$ cat config.mk
export PLATFORM = sky130hd
export DESIGN_NAME = mono_bitmap_pixel_expander_top
export DESIGN_NICKNAME = d
export VERILOG_FILES = /design/src/hw/rtl/mbpe_pkg.sv /design/src/hw/rtl/mono_bitmap_pixel_expander_top.sv /design/src/hw/rtl/mbpe_front.sv /design/src/hw/rtl/mbpe_queue.sv /design/src/hw/rtl/mbpe_back.sv
export SDC_FILE = /design/constraint.sdc
export NUM_CORES = 1
export LEC_CHECK = 0
export ABC_AREA = 1
export BUFFER_PORTS_ARGS = -buffer_cell sky130_fd_sc_hd__buf_4
export CAP_MARGIN = 10
export CORE_AREA = 3 3 274 276
export DETAILED_ROUTE_END_ITERATION = 10
export DIE_AREA = 0 0 277 279
export GPL_TIMING_DRIVEN = 0
export PLACE_DENSITY = 0.38
export SETUP_SLACK_MARGIN = 0.02
export SYNTH_ARGS = -nofsm -noshare
export SYNTH_HDL_FRONTEND = slang
export SYNTH_SLANG_ARGS = --single-unit
$ cat constraint.sdc
create_clock -name aclk -period 10.72 [get_ports aclk]
set_input_delay 0.536 -clock aclk [delete_from_list [all_inputs] [get_ports aclk]]
set_output_delay 0.536 -clock aclk [all_outputs]
set_load 0.005 [all_outputs]
$ cat src/hw/rtl/mbpe_pkg.sv
// ----------------------------------------------------------------------------
// mbpe_pkg
// Shared types and constants for the monochrome bitmap pixel expander.
// ----------------------------------------------------------------------------
`default_nettype none

package mbpe_pkg;

    localparam int unsigned MAX_DIM   = 1024;
    localparam int unsigned DIM_W     = 11;   // image_width / image_height / row
    localparam int unsigned COL_W     = 8;    // byte column, holds MAX_DIM / 8
    localparam int unsigned COORD_W   = 16;
    localparam int unsigned COLOR_W   = 16;
    localparam int unsigned CFG_IDX_W = 3;
    localparam int unsigned CFG_DATA_W = 16;
    localparam int unsigned Q_DEPTH   = 4;
    localparam int unsigned Q_PTR_W   = $clog2(Q_DEPTH);

    localparam logic [DIM_W-1:0] MAX_DIM_V = DIM_W'(MAX_DIM);

    typedef enum logic [CFG_IDX_W-1:0] {
        REG_ORIGIN_X     = 3'd0,
        REG_ORIGIN_Y     = 3'd1,
        REG_IMAGE_WIDTH  = 3'd2,
        REG_IMAGE_HEIGHT = 3'd3,
        REG_FG_COLOR     = 3'd4,
        REG_BG_COLOR     = 3'd5,
        REG_OPAQUE_MODE  = 3'd6
    } cfg_reg_t;

    typedef struct packed {
        logic [COORD_W-1:0] origin_x;
        logic [COORD_W-1:0] origin_y;
        logic [DIM_W-1:0]   image_width;
        logic [DIM_W-1:0]   image_height;
        logic [COLOR_W-1:0] fg_color;
        logic [COLOR_W-1:0] bg_color;
        logic               opaque_mode;
    } cfg_t;

    // One queued byte: base coordinates, pixel bits and the bits to draw.
    // Bit j of data/mask is pixel column 7-j within the byte.
    typedef struct packed {
        logic [COORD_W-1:0] x0;
        logic [COORD_W-1:0] y;
        logic [7:0]         data;
        logic [7:0]         mask;
    } job_t;

    // Index of the highest set bit (leftmost pixel still to draw).
    function automatic logic [2:0] top_bit(input logic [7:0] v);
        logic [2:0] idx;
        idx = 3'd0;
        for (int i = 0; i < 8; i++) begin
            if (v[i]) idx = 3'(i);
        end
        return idx;
    endfunction

endpackage

`default_nettype wire

$ cat src/hw/rtl/mono_bitmap_pixel_expander_top.sv
// ----------------------------------------------------------------------------
// mono_bitmap_pixel_expander_top
// Expands a 1-bit, MSB-first, row-padded bitmap byte stream into pixel writes.
// ----------------------------------------------------------------------------
//  port group  dir  payload
//  s_*         in   s_tdata[7:0] = bitmap_byte
//  m_*         out  m_tdata = pixel_x, pixel_y, pixel_color; m_tlast = last_of_byte
//  cfg_*       in   cfg_index selects register, cfg_wdata holds its value
//
//  A byte yields 0 to 8 pixel writes, one per cycle from the back end while
//  the output is not stalled; the back end walks the byte's draw mask
//  serially. Bytes that draw nothing are accepted but never enter the queue.
//  A four-entry job queue lets input and output stall independently.
//  Reset (aresetn low, synchronous) clears counters, queue and registers.
// ----------------------------------------------------------------------------
`default_nettype none

module mono_bitmap_pixel_expander_top
    import mbpe_pkg::*;
(
    input  wire logic                  aclk,
    input  wire logic                  aresetn,
    input  wire logic                  cfg_we,
    input  wire logic [CFG_IDX_W-1:0]  cfg_index,
    input  wire logic [CFG_DATA_W-1:0] cfg_wdata,
    input  wire logic                  s_tvalid,
    output logic                       s_tready,
    input  wire logic [7:0]            s_tdata,   // [7:0] bitmap_byte
    output logic                       m_tvalid,
    input  wire logic                  m_tready,
    output logic [47:0]                m_tdata,   // [15:0] pixel_x, [31:16] pixel_y,
                                                  // [47:32] pixel_color
    output logic                       m_tlast    // last_of_byte
);

    cfg_t cfg_reg, cfg_next;
    logic q_full, q_push, q_pop, q_nonempty;
    job_t q_job, q_head;

    always_comb begin
        cfg_next = cfg_reg;
        if (cfg_we) begin
            unique case (cfg_index)
                REG_ORIGIN_X:     cfg_next.origin_x     = cfg_wdata;
                REG_ORIGIN_Y:     cfg_next.origin_y     = cfg_wdata;
                REG_IMAGE_WIDTH:  cfg_next.image_width  = cfg_wdata[DIM_W-1:0];
                REG_IMAGE_HEIGHT: cfg_next.image_height = cfg_wdata[DIM_W-1:0];
                REG_FG_COLOR:     cfg_next.fg_color     = cfg_wdata;
                REG_BG_COLOR:     cfg_next.bg_color     = cfg_wdata;
                REG_OPAQUE_MODE:  cfg_next.opaque_mode  = cfg_wdata[0];
                default:          cfg_next = cfg_reg;
            endcase
        end
    end

    always_ff @(posedge aclk) begin
        if (!aresetn) cfg_reg <= '0;
        else          cfg_reg <= cfg_next;
    end

    mbpe_front u_front (
        .aclk     (aclk),
        .aresetn  (aresetn),
        .cfg      (cfg_reg),
        .s_tvalid (s_tvalid),
        .s_tready (s_tready),
        .s_tdata  (s_tdata),
        .q_full   (q_full),
        .q_push   (q_push),
        .q_job    (q_job)
    );

    mbpe_queue u_queue (
        .aclk     (aclk),
        .aresetn  (aresetn),
        .push     (q_push),
        .push_job (q_job),
        .full     (q_full),
        .pop      (q_pop),
        .nonempty (q_nonempty),
        .head     (q_head)
    );

    mbpe_back u_back (
        .aclk       (aclk),
        .aresetn    (aresetn),
        .cfg        (cfg_reg),
        .q_nonempty (q_nonempty),
        .q_head     (q_head),
        .q_pop      (q_pop),
        .m_tvalid   (m_tvalid),
        .m_tready   (m_tready),
        .m_tdata    (m_tdata),
        .m_tlast    (m_tlast)
    );

endmodule

`default_nettype wire

$ cat src/hw/rtl/mbpe_front.sv
// ----------------------------------------------------------------------------
// mbpe_front
// Accepts bitmap bytes, tracks byte column and row, builds a draw job.
// ----------------------------------------------------------------------------
`default_nettype none

module mbpe_front
    import mbpe_pkg::*;
(
    input  wire logic       aclk,
    input  wire logic       aresetn,
    input  wire cfg_t       cfg,
    input  wire logic       s_tvalid,
    output logic            s_tready,
    input  wire logic [7:0] s_tdata,
    input  wire logic       q_full,
    output logic            q_push,
    output job_t            q_job
);

    logic [COL_W-1:0] col_reg, col_next;
    logic [DIM_W-1:0] row_reg, row_next;

    logic [DIM_W-1:0] w, h;
    logic [COL_W-1:0] row_bytes;
    logic [COL_W-1:0] col_eff, col_inc;
    logic [DIM_W-1:0] row_eff, row_inc;
    logic [DIM_W-1:0] col_px, remain;
    logic [3:0]       valid_cnt;
    logic [7:0]       vmask, dmask;
    logic             empty_img, accept;

    always_comb begin
        w = (cfg.image_width  > MAX_DIM_V) ? MAX_DIM_V : cfg.image_width;
        h = (cfg.image_height > MAX_DIM_V) ? MAX_DIM_V : cfg.image_height;
        empty_img = (w == '0) || (h == '0);
        row_bytes = COL_W'((w + DIM_W'(7)) >> 3);

        // restart if a register change left the counters outside the image
        if ((col_reg >= row_bytes) || (row_reg >= h)) begin
            col_eff = '0;
            row_eff = '0;
        end else begin
            col_eff = col_reg;
            row_eff = row_reg;
        end

        col_px = {col_eff, 3'b000};
        remain = w - col_px;
        valid_cnt = (remain >= DIM_W'(8)) ? 4'd8 : remain[3:0];
        vmask = ~(8'hFF >> valid_cnt);
        dmask = vmask & (s_tdata | {8{cfg.opaque_mode}});

        col_inc = col_eff + COL_W'(1);
        row_inc = row_eff + DIM_W'(1);
    end

    assign s_tready = !q_full;
    assign accept   = s_tvalid && s_tready;

    always_comb begin
        col_next = col_reg;
        row_next = row_reg;
        if (accept) begin
            if (empty_img) begin
                col_next = '0;
                row_next = '0;
            end else if (col_inc >= row_bytes) begin
                col_next = '0;
                row_next = (row_inc >= h) ? '0 : row_inc;
            end else begin
                col_next = col_inc;
                row_next = row_eff;
            end
        end
    end

    always_ff @(posedge aclk) begin
        if (!aresetn) begin
            col_reg <= '0;
            row_reg <= '0;
        end else begin
            col_reg <= col_next;
            row_reg <= row_next;
        end
    end

    assign q_push     = accept && !empty_img && (dmask != 8'h00);
    assign q_job.x0   = cfg.origin_x + COORD_W'(col_px);
    assign q_job.y    = cfg.origin_y + COORD_W'(row_eff);
    assign q_job.data = s_tdata;
    assign q_job.mask = dmask;

endmodule

`default_nettype wire

$ cat src/hw/rtl/mbpe_queue.sv
// ----------------------------------------------------------------------------
// mbpe_queue
// Small job FIFO between the byte front end and the pixel back end.
// ----------------------------------------------------------------------------
`default_nettype none

module mbpe_queue
    import mbpe_pkg::*;
(
    input  wire logic aclk,
    input  wire logic aresetn,
    input  wire logic push,
    input  wire job_t push_job,
    output logic      full,
    input  wire logic pop,
    output logic      nonempty,
    output job_t      head
);

    job_t               mem [Q_DEPTH];
    logic [Q_PTR_W-1:0] wr_ptr_reg, rd_ptr_reg;
    logic [Q_PTR_W:0]   cnt_reg, cnt_next;
    logic               do_push, do_pop;

    assign full     = (cnt_reg == (Q_PTR_W+1)'(Q_DEPTH));
    assign nonempty = (cnt_reg != '0);
    assign head     = mem[rd_ptr_reg];
    assign do_push  = push && !full;
    assign do_pop   = pop && nonempty;

    always_comb begin
        cnt_next = cnt_reg;
        if (do_push && !do_pop) cnt_next = cnt_reg + (Q_PTR_W+1)'(1);
        else if (do_pop && !do_push) cnt_next = cnt_reg - (Q_PTR_W+1)'(1);
    end

    always_ff @(posedge aclk) begin
        if (do_push) mem[wr_ptr_reg] <= push_job;
    end

    always_ff @(posedge aclk) begin
        if (!aresetn) begin
            wr_ptr_reg <= '0;
            rd_ptr_reg <= '0;
            cnt_reg    <= '0;
        end else begin
            if (do_push) wr_ptr_reg <= wr_ptr_reg + Q_PTR_W'(1);
            if (do_pop)  rd_ptr_reg <= rd_ptr_reg + Q_PTR_W'(1);
            cnt_reg <= cnt_next;
        end
    end

endmodule

`default_nettype wire

$ cat src/hw/rtl/mbpe_back.sv
// ----------------------------------------------------------------------------
// mbpe_back
// Walks the draw mask of each job, one pixel write per cycle while the
// output is not stalled, into an output register.
// ----------------------------------------------------------------------------
`default_nettype none

module mbpe_back
    import mbpe_pkg::*;
(
    input  wire logic        aclk,
    input  wire logic        aresetn,
    input  wire cfg_t        cfg,
    input  wire logic        q_nonempty,
    input  wire job_t        q_head,
    output logic             q_pop,
    output logic             m_tvalid,
    input  wire logic        m_tready,
    output logic [47:0]      m_tdata,
    output logic             m_tlast
);

    logic               cur_valid_reg, cur_valid_next;
    job_t               cur_reg, cur_next;
    logic               out_valid_reg, out_valid_next;
    logic [COORD_W-1:0] out_x_reg, out_x_next;
    logic [COORD_W-1:0] out_y_reg, out_y_next;
    logic [COLOR_W-1:0] out_c_reg, out_c_next;
    logic               out_l_reg, out_l_next;

    logic       out_free, emit, done;
    logic [2:0] j;
    logic [7:0] rem;

    always_comb begin
        out_free = !out_valid_reg || m_tready;
        emit     = cur_valid_reg && out_free;
        j        = top_bit(cur_reg.mask);
        rem      = cur_reg.mask & ~(8'h01 << j);
        done     = emit && (rem == 8'h00);
        q_pop    = q_nonempty && (!cur_valid_reg || done);

        cur_valid_next = cur_valid_reg;
        cur_next       = cur_reg;
        if (emit) cur_next.mask = rem;
        if (done) cur_valid_next = 1'b0;
        if (q_pop) begin
            cur_valid_next = 1'b1;
            cur_next       = q_head;
        end

        out_valid_next = out_valid_reg && !m_tready;
        out_x_next     = out_x_reg;
        out_y_next     = out_y_reg;
        out_c_next     = out_c_reg;
        out_l_next     = out_l_reg;
        if (emit) begin
            out_valid_next = 1'b1;
            // pixel column within the byte is 7 - j
            out_x_next = cur_reg.x0 + COORD_W'(3'd7 - j);
            out_y_next = cur_reg.y;
            out_c_next = cur_reg.data[j] ? cfg.fg_color : cfg.bg_color;
            out_l_next = (rem == 8'h00);
        end
    end

    always_ff @(posedge aclk) begin
        if (!aresetn) begin
            cur_valid_reg <= 1'b0;
            out_valid_reg <= 1'b0;
        end else begin
            cur_valid_reg <= cur_valid_next;
            out_valid_reg <= out_valid_next;
        end
    end

    always_ff @(posedge aclk) begin
        cur_reg   <= cur_next;
        out_x_reg <= out_x_next;
        out_y_reg <= out_y_next;
        out_c_reg <= out_c_next;
        out_l_reg <= out_l_next;
    end

    assign m_tvalid = out_valid_reg;
    assign m_tdata  = {out_c_reg, out_y_reg, out_x_reg};
    assign m_tlast  = out_l_reg;

endmodule

`default_nettype wire

# [After elaboration in Yosys (flattened, before gate mapping)]
# Memory sizes are Yosys's and may differ from the RTL's. A register that Yosys moved wholly into a read port is not among the register bits.
# Cells that the tools add are included.
[totals] mem_count=1 ramBits=192 regBits=212
[classes] n_reduce_logical=38 shifts=2 n_mux=31 eq_ne=7 bitwise=5 n_addsub=12 order_cmp=8
[mem_list] memory="u_queue.mem" words=4 word_bits=48 rd=1 rd_ports_with_merged_regs=1 wr=1 line="mbpe_queue.sv:20" source="job_t mem [Q_DEPTH];"
[ops] op="11-bit two-way mux" n=6
[ops] op="8-bit two-way mux" n=5
[ops] op="16-bit by 11-bit adder with 16-bit output" n=2
[ops] op="11-bit greater-or-equal comparator" n=2
[ops] op="11-bit greater-than comparator, second input constant" n=2
[ops] op="11-bit zero test" n=2
[ops] op="3-bit two-way mux" n=6
[ops] op="16-bit adder" n=1
[ops] op="8-bit bitwise AND" n=2
[ops] op="8-bit greater-or-equal comparator" n=2
[ops] op="16-bit two-way mux" n=1
[ops] op="8-bit NOT" n=2
[ops] op="2-bit AND reduction" n=7
[ops] op="3-bit equality test, second input constant" n=4
[ops] op="11-bit by 1-bit adder with 11-bit output, second input constant" n=1
[ops] op="11-bit by 3-bit adder with 11-bit output, second input constant" n=1
[ops] op="11-bit by 4-bit greater-or-equal comparator with 1-bit output, second input constant" n=1
[ops] op="1-bit logical AND" n=11
[ops] op="11-bit subtractor" n=1
[ops] op="8-bit by 1-bit adder with 8-bit output, second input constant" n=1
[ops] op="8-bit zero test" n=1
[ops] op="2-bit two-way mux" n=4
[ops] op="8-bit OR" n=1
[ops] op="8-bit nonzero test" n=1
[ops] op="other kinds (17)" n=36

# [Longest topological paths before layout]
[depth] word_depth=19 depth_mapped=45

# [Modules after synthesis]
# A second synthesis with hierarchy kept.
[unflattened] hier_cells=1982 area_unflattened_um2=19253.5
[modules_own_cells] mod="mbpe_queue" cells_each=534 area_per_inst_um2=7661.1 seq_area_each_um2=5945.7 n_inst=1
[modules_own_cells] mod="mbpe_front" cells_each=654 area_per_inst_um2=4095.2 seq_area_each_um2=380.4 n_inst=1
[modules_own_cells] mod="mbpe_back" cells_each=289 area_per_inst_um2=3987.6 seq_area_each_um2=2952.8 n_inst=1
[modules_own_cells] mod="mono_bitmap_pixel_expander_top" cells_each=505 area_per_inst_um2=3509.6 seq_area_each_um2=1741.7 n_inst=1

# [Worst setup path before layout]
# Ideal clock, no wire load.
[synth_path] kind="reg-to-reg" from="reg cfg_reg[44] in the netlist's numbering" to="mem u_queue.mem[0][0] in the netlist's numbering, enable pin" stages_incl_launch_ff=39 t_arrival_ps=6247 period_less_slack_ps=6701 setup_slack_ps=4019 required_ps=10266 cell_sequence="dfxtp_1 nor2_1 nand2_1 o21bai_1 inv_1 nor2_1 inv_1 o21ai_0 nand2_1 ha_1 o21ai_0 nand2_1 o21ai_0 inv_1 nand2_1 nand2_1 nand2_1 nand2_1 [3 not listed] nor2_1 inv_1 ha_1 inv_1 nor4_1 nand2_1 o311ai_0 xor2_1 inv_1 nand2_1 nand2_2 nand4_1 nand2_1 nor2_1 nor2_1 nand3_2 nand2_1 nor2_1"
[synth_lines] element="from (decl)" line="mono_bitmap_pixel_expander_top.sv:36" source="cfg_t cfg_reg, cfg_next;"
[synth_lines] element="from (signal assigned)" line="mono_bitmap_pixel_expander_top.sv:58" source="else cfg_reg <= cfg_next;"
[synth_lines] element="to (decl)" line="mbpe_queue.sv:20"

# [Final worst setup path]
[layout_path] from="reg cfg_reg[44] in the netlist's numbering" to="reg u_queue.cnt_reg[1]"
[layout_via] word_cells_on_any_way=24
[layout_lines] element="11-bit greater-than comparator" line="mbpe_front.sv:34" source="w = (cfg.image_width > MAX_DIM_V) ? MAX_DIM_V : cfg.image_width;"
[layout_lines] element="11-bit two-way mux *" line="mbpe_front.sv:34"
[layout_lines] element="11-bit by 3-bit adder with 11-bit output" line="mbpe_front.sv:37" source="row_bytes = COL_W'((w + DIM_W'(7)) >> 3);"
[layout_lines] element="8-bit greater-or-equal comparator" line="mbpe_front.sv:40" source="if ((col_reg >= row_bytes) || (row_reg >= h)) begin"
[layout_lines] element="1-bit logical OR" line="mbpe_front.sv:40"
[layout_lines] element="8-bit two-way mux" line="mbpe_front.sv:40"
[layout_lines] element="11-bit subtractor" line="mbpe_front.sv:49" source="remain = w - col_px;"
[layout_lines] element="11-bit by 4-bit greater-or-equal comparator with 1-bit output" line="mbpe_front.sv:50" source="valid_cnt = (remain >= DIM_W'(8)) ? 4'd8 : remain[3:0];"
[layout_lines] element="[3 not listed]"
[layout_lines] element="8-bit bitwise AND" line="mbpe_front.sv:52" source="dmask = vmask & (s_tdata | {8{cfg.opaque_mode}});"
[layout_lines] element="8-bit nonzero test" line="mbpe_front.sv:88" source="assign q_push = accept && !empty_img && (dmask != 8'h00);"
[layout_lines] element="1-bit logical AND *" line="mbpe_front.sv:88"
[layout_lines] element="1-bit logical AND *" line="mbpe_queue.sv:28" source="assign do_push = push && !full;"
[layout_lines] element="named net u_queue.do_push" line="mbpe_queue.sv:23" source="logic do_push, do_pop;"
[layout_lines] element="1-bit logical AND *" line="mbpe_queue.sv:33" source="if (do_push && !do_pop) cnt_next = cnt_reg + (Q_PTR_W+1)'(1);"
[layout_lines] element="3-bit two-way mux *" line="mbpe_queue.sv:33"
[layout_lines] element="named net u_queue.cnt_next[1]" line="mbpe_queue.sv:22" source="logic [Q_PTR_W:0] cnt_reg, cnt_next;"
[layout_lines] element="to (signal assigned)" line="mbpe_queue.sv:49" source="cnt_reg <= cnt_next;"
[layout_lines] element="to (decl)" line="mbpe_queue.sv:22"
# The timed path passes the listed nets; every way through them passes the cells marked *.
# A chain may end at the register's enable or synchronous reset.

==> impl_metrics.tcl <==
set metrics [dict create \
    outcome "complete, no violations" \
    rr_startpoint "cfg_reg[44]" \
    clock_insertion_delay_worst_skew_ns 0.59 \
    syn-mean-instance-area_um2 10.1 \
    instances_no_fill 2934 \
    power_switching_share 0.316 \
    wirelength_mm 53.4 \
    final.period_utilization 0.711 \
    floorplan.die.width_um 277 \
    grt.overflow.total 0 \
    netlist-cell-type-count 46 \
    clock_tree.htree_level_count 2 \
    finalSetupViolations 0 \
    count_of_buffers_from_port_buffering 81 \
    post_route_cells_drive_above_1_share 0.101 \
    clock_skew_ns 0.0324 \
    syn-num-nets 1902 \
    grt_max_degree 29 \
    postCtsSetupBuffers 0 \
    cts_inserted_buffers 47 \
    drtIter0Drc 880 \
    ioPinCount 83 \
    cpMaxStageDelayCell "a221oi_1" \
    die_height_um 279 \
    min_path_type "input port to register" \
    routed-via-count 13000 \
    ys_seq_area_frac 0.609 \
    cts.reportedPaths.clkPinSlew_ns 0.06 \
    setup-tns-final_ns 0 \
    power_leakage_nw 8.23 \
    post_drt_wl_per_cell_um 18.2 \
    ctsRootBufferMaster "clkbuf_16" \
    timing_worst_slew_pin_value_ns 0.936 \
    dieArea_um2 77300 \
    pwr-share-seq 0.434 \
    cts_hold_buf 0 \
    floorplan.core_area_um2 72800 \
    route.detailed.drc 0 \
    numPlacedInstances 2847 \
    clock_group_share_of_total_power 0.327 \
    cp_common_cell "nand2_1" \
    relSlewSlack 0.376 \
    route.detailed.vias_per_inst 4.44 \
    clock_path_buffers 3 \
    synth.yosys.warnings 0 \
    post-route-worst-setup-slack_ns 3.10 \
    postRouteAntennaNets 0 \
    logic_pwr_share 0.240 \
    tritoncts "done" \
    dominantRegCellSynth "edfxtp_1" \
    tritoncts_num_sinks 406 \
    largest_register_ffs 192 \
    drv.max_cap_violation_count 0 \
    placement.setup.worst_slack_ns 3.07 \
    synth_async_sr_flop_share 0 \
    worstSetupPathType "register to register" \
    endpoint "u_queue.cnt_reg[1]" \
    rsz_0062_raised_after_global_routing "no" \
    cts_resized 0 \
    yosysTopAreaCell "edfxtp_1" \
    grt_antenna_before_repair 3 \
    cp_max_fo 10 \
    first_global_vias 13100 \
    timing.final.hold_violations 0 \
    post-route-min-period_ns 7.62 \
    gpl.final_weighted_congestion 0.822 \
    flops_latches_synth 406 \
    row_count 99 \
    power_density_normalized_to_cell_area_nw_per_um2 227 \
    postPlaceCellArea_um2 20100 \
    rr_endpoint "u_queue.cnt_reg[1]" \
    synth.area.top_cells "edfxtp_1 48%, dfxtp_1 13%, o21ai_0 6.4%, nor2_1 5.6%, ha_1 4.7%" \
    maximum_cell_stage_delay_along_the_critical_path_ns 0.80 \
    final_design_area_no_fill_um2 21700 \
    syn-instance-count 1797 \
    cp-start-kind "register" \
    final_core_utilization 0.298 \
    synth_area_um2 18100 \
    critPathArrivalTime_ns 8.09 \
    drtPass1Iterations 5 \
    start_util 0.249 \
    synth.top_cell.area_share 0.479 \
    detailed_placement_wirelength_estimate_mm 38.8 \
    switching_power_mw 1.55 \
    cp-end-kind "register" \
    synthToLayoutAreaGrowth_pct 19.8 \
    crit_required_ns 11.19 \
    fin_nets 2042 \
    timing.critical_path.from "cfg_reg[44]" \
    cellInternalPower_mw 3.37 \
    synth_enable_flop_cells 289 \
    fmax_mhz 131 \
    overall_global_routing_usage 0.138 \
    reg2reg_depth 41 \
    reg2reg_setup_slack_ns 3.10 \
    grt_first_pass_wirelength_mm 81.3 \
    max-vdd-ir-drop_mv 0.132 \
    maxSlewViolCount 0 \
]
==> cells in the final DEF (no fill, tap or decap), types with 4 or more instances in the layout <==
master / n
nor2_2: 5
a21oi_1: 111
nand3_1: 67
o22ai_1: 48
nand2_2: 7
or2_2: 10
o21ai_1: 5
nand4_1: 14
bufinv_16: 6
buf_4: 82
inv_2: 4
dfxtp_1: 117
edfxtp_1: 289
nor2_4: 8
ha_1: 68
xor2_1: 32
clkbuf_1: 73
nor3_1: 10
nand2_1: 205
inv_1: 174
fa_1: 5
o21ai_0: 233
nor2_1: 268
xnor2_1: 17
clkbuf_16: 48
clkinv_2: 7
buf_12: 8
clkinv_1: 14
==> logic make-up after synthesis <==
logic type                 count (synthesis)  synth area share
and+or+nand+nor                          607             0.142
AOI/OAI and AO/OA                        414             0.121
adders and majority gates                 73            0.0525
buffers and inverters                    248            0.0524
DFF                                      406             0.609
xor gates and xnor gates                  49            0.0237
==> power by group through the flow <==
stage | clock network [mW] | registers, mW | logic, mW
3_5_place_dp | 0 | 2.17 | 1.22
5_1_grt | 1.73 | 2.16 | 1.34
2_1_floorplan | 0 | 2.15 | 0.649
6_report | 1.61 | 2.13 | 1.18
3_3_place_gp | 0 | 2.19 | 1.17
4_1_cts | 1.66 | 2.14 | 1.22
==> Yosys cell counts (17+ instances only) <==
cell,count
xor2_1,32
nand2_1,205
o22ai_1,48
a21oi_1,111
nand3_1,67
o21ai_0,233
nor2_1,272
edfxtp_1,289
ha_1,68
xnor2_1,17
inv_1,175
clkbuf_1,62
dfxtp_1,117
==> through the flow <==
stage,total power [mW],hold WS [ns]
finish,4.92,0.183
global route,5.23,0.149
CTS,5.03,0.142
detailed placement,3.39,0.406
global placement,3.36,0.403
floorplan,2.79,0.400
==> area by class of cell <==
cell class | instances | area (um2)
inverters | 181 | 679
plain buffers | 67 | 270
well taps | 959 | 1200
clock buffers | 60 | 1250
multi-input cells | 1143 | 6170
fillers | 7642 | 51200
repair buffers | 91 | 803
flip-flops and latches | 406 | 11000
diodes | 2 | 5.00
clock inverters | 25 | 287
==> layer usage <==
layer	routed length, um	vias to the layer above	GRT usage
li1	-	6478	-
met5	0	-	0
met1	24200	6255	0.181
met2	25500	222	0.233
met4	1340	0	0.0420
met3	2260	86	0.0227
==> worst max-delay path: cells and delay by family, from the launching register on <==
kind,cells,cell delay (ns)
AND/OR/NAND/NOR,18,2.63
AO/OA/AOI/OAI,10,2.14
adder cells (fa/ha/maj),5,1.41
buffers and inverters,8,0.92
flip-flops,1,0.37
==> worst min-delay path by stage <==
stage | start | to | slack (ns) | depth (start not counted)
5_1_grt | s_tdata[6] | u_queue.mem[3][14] | 0.15 | 1
3_3_place_gp | u_back.cur_reg[16] | u_back.out_y_reg[0] | 0.40 | 0
3_5_place_dp | u_back.cur_reg[30] | u_back.out_y_reg[14] | 0.41 | 0
6_report | s_tdata[5] | u_queue.mem[2][13] | 0.18 | 1
4_1_cts | s_tdata[5] | u_queue.mem[0][13] | 0.14 | 1
2_1_floorplan | u_back.cur_reg[16] | u_back.out_y_reg[0] | 0.40 | 0
(Power assumes the default switching activity.)
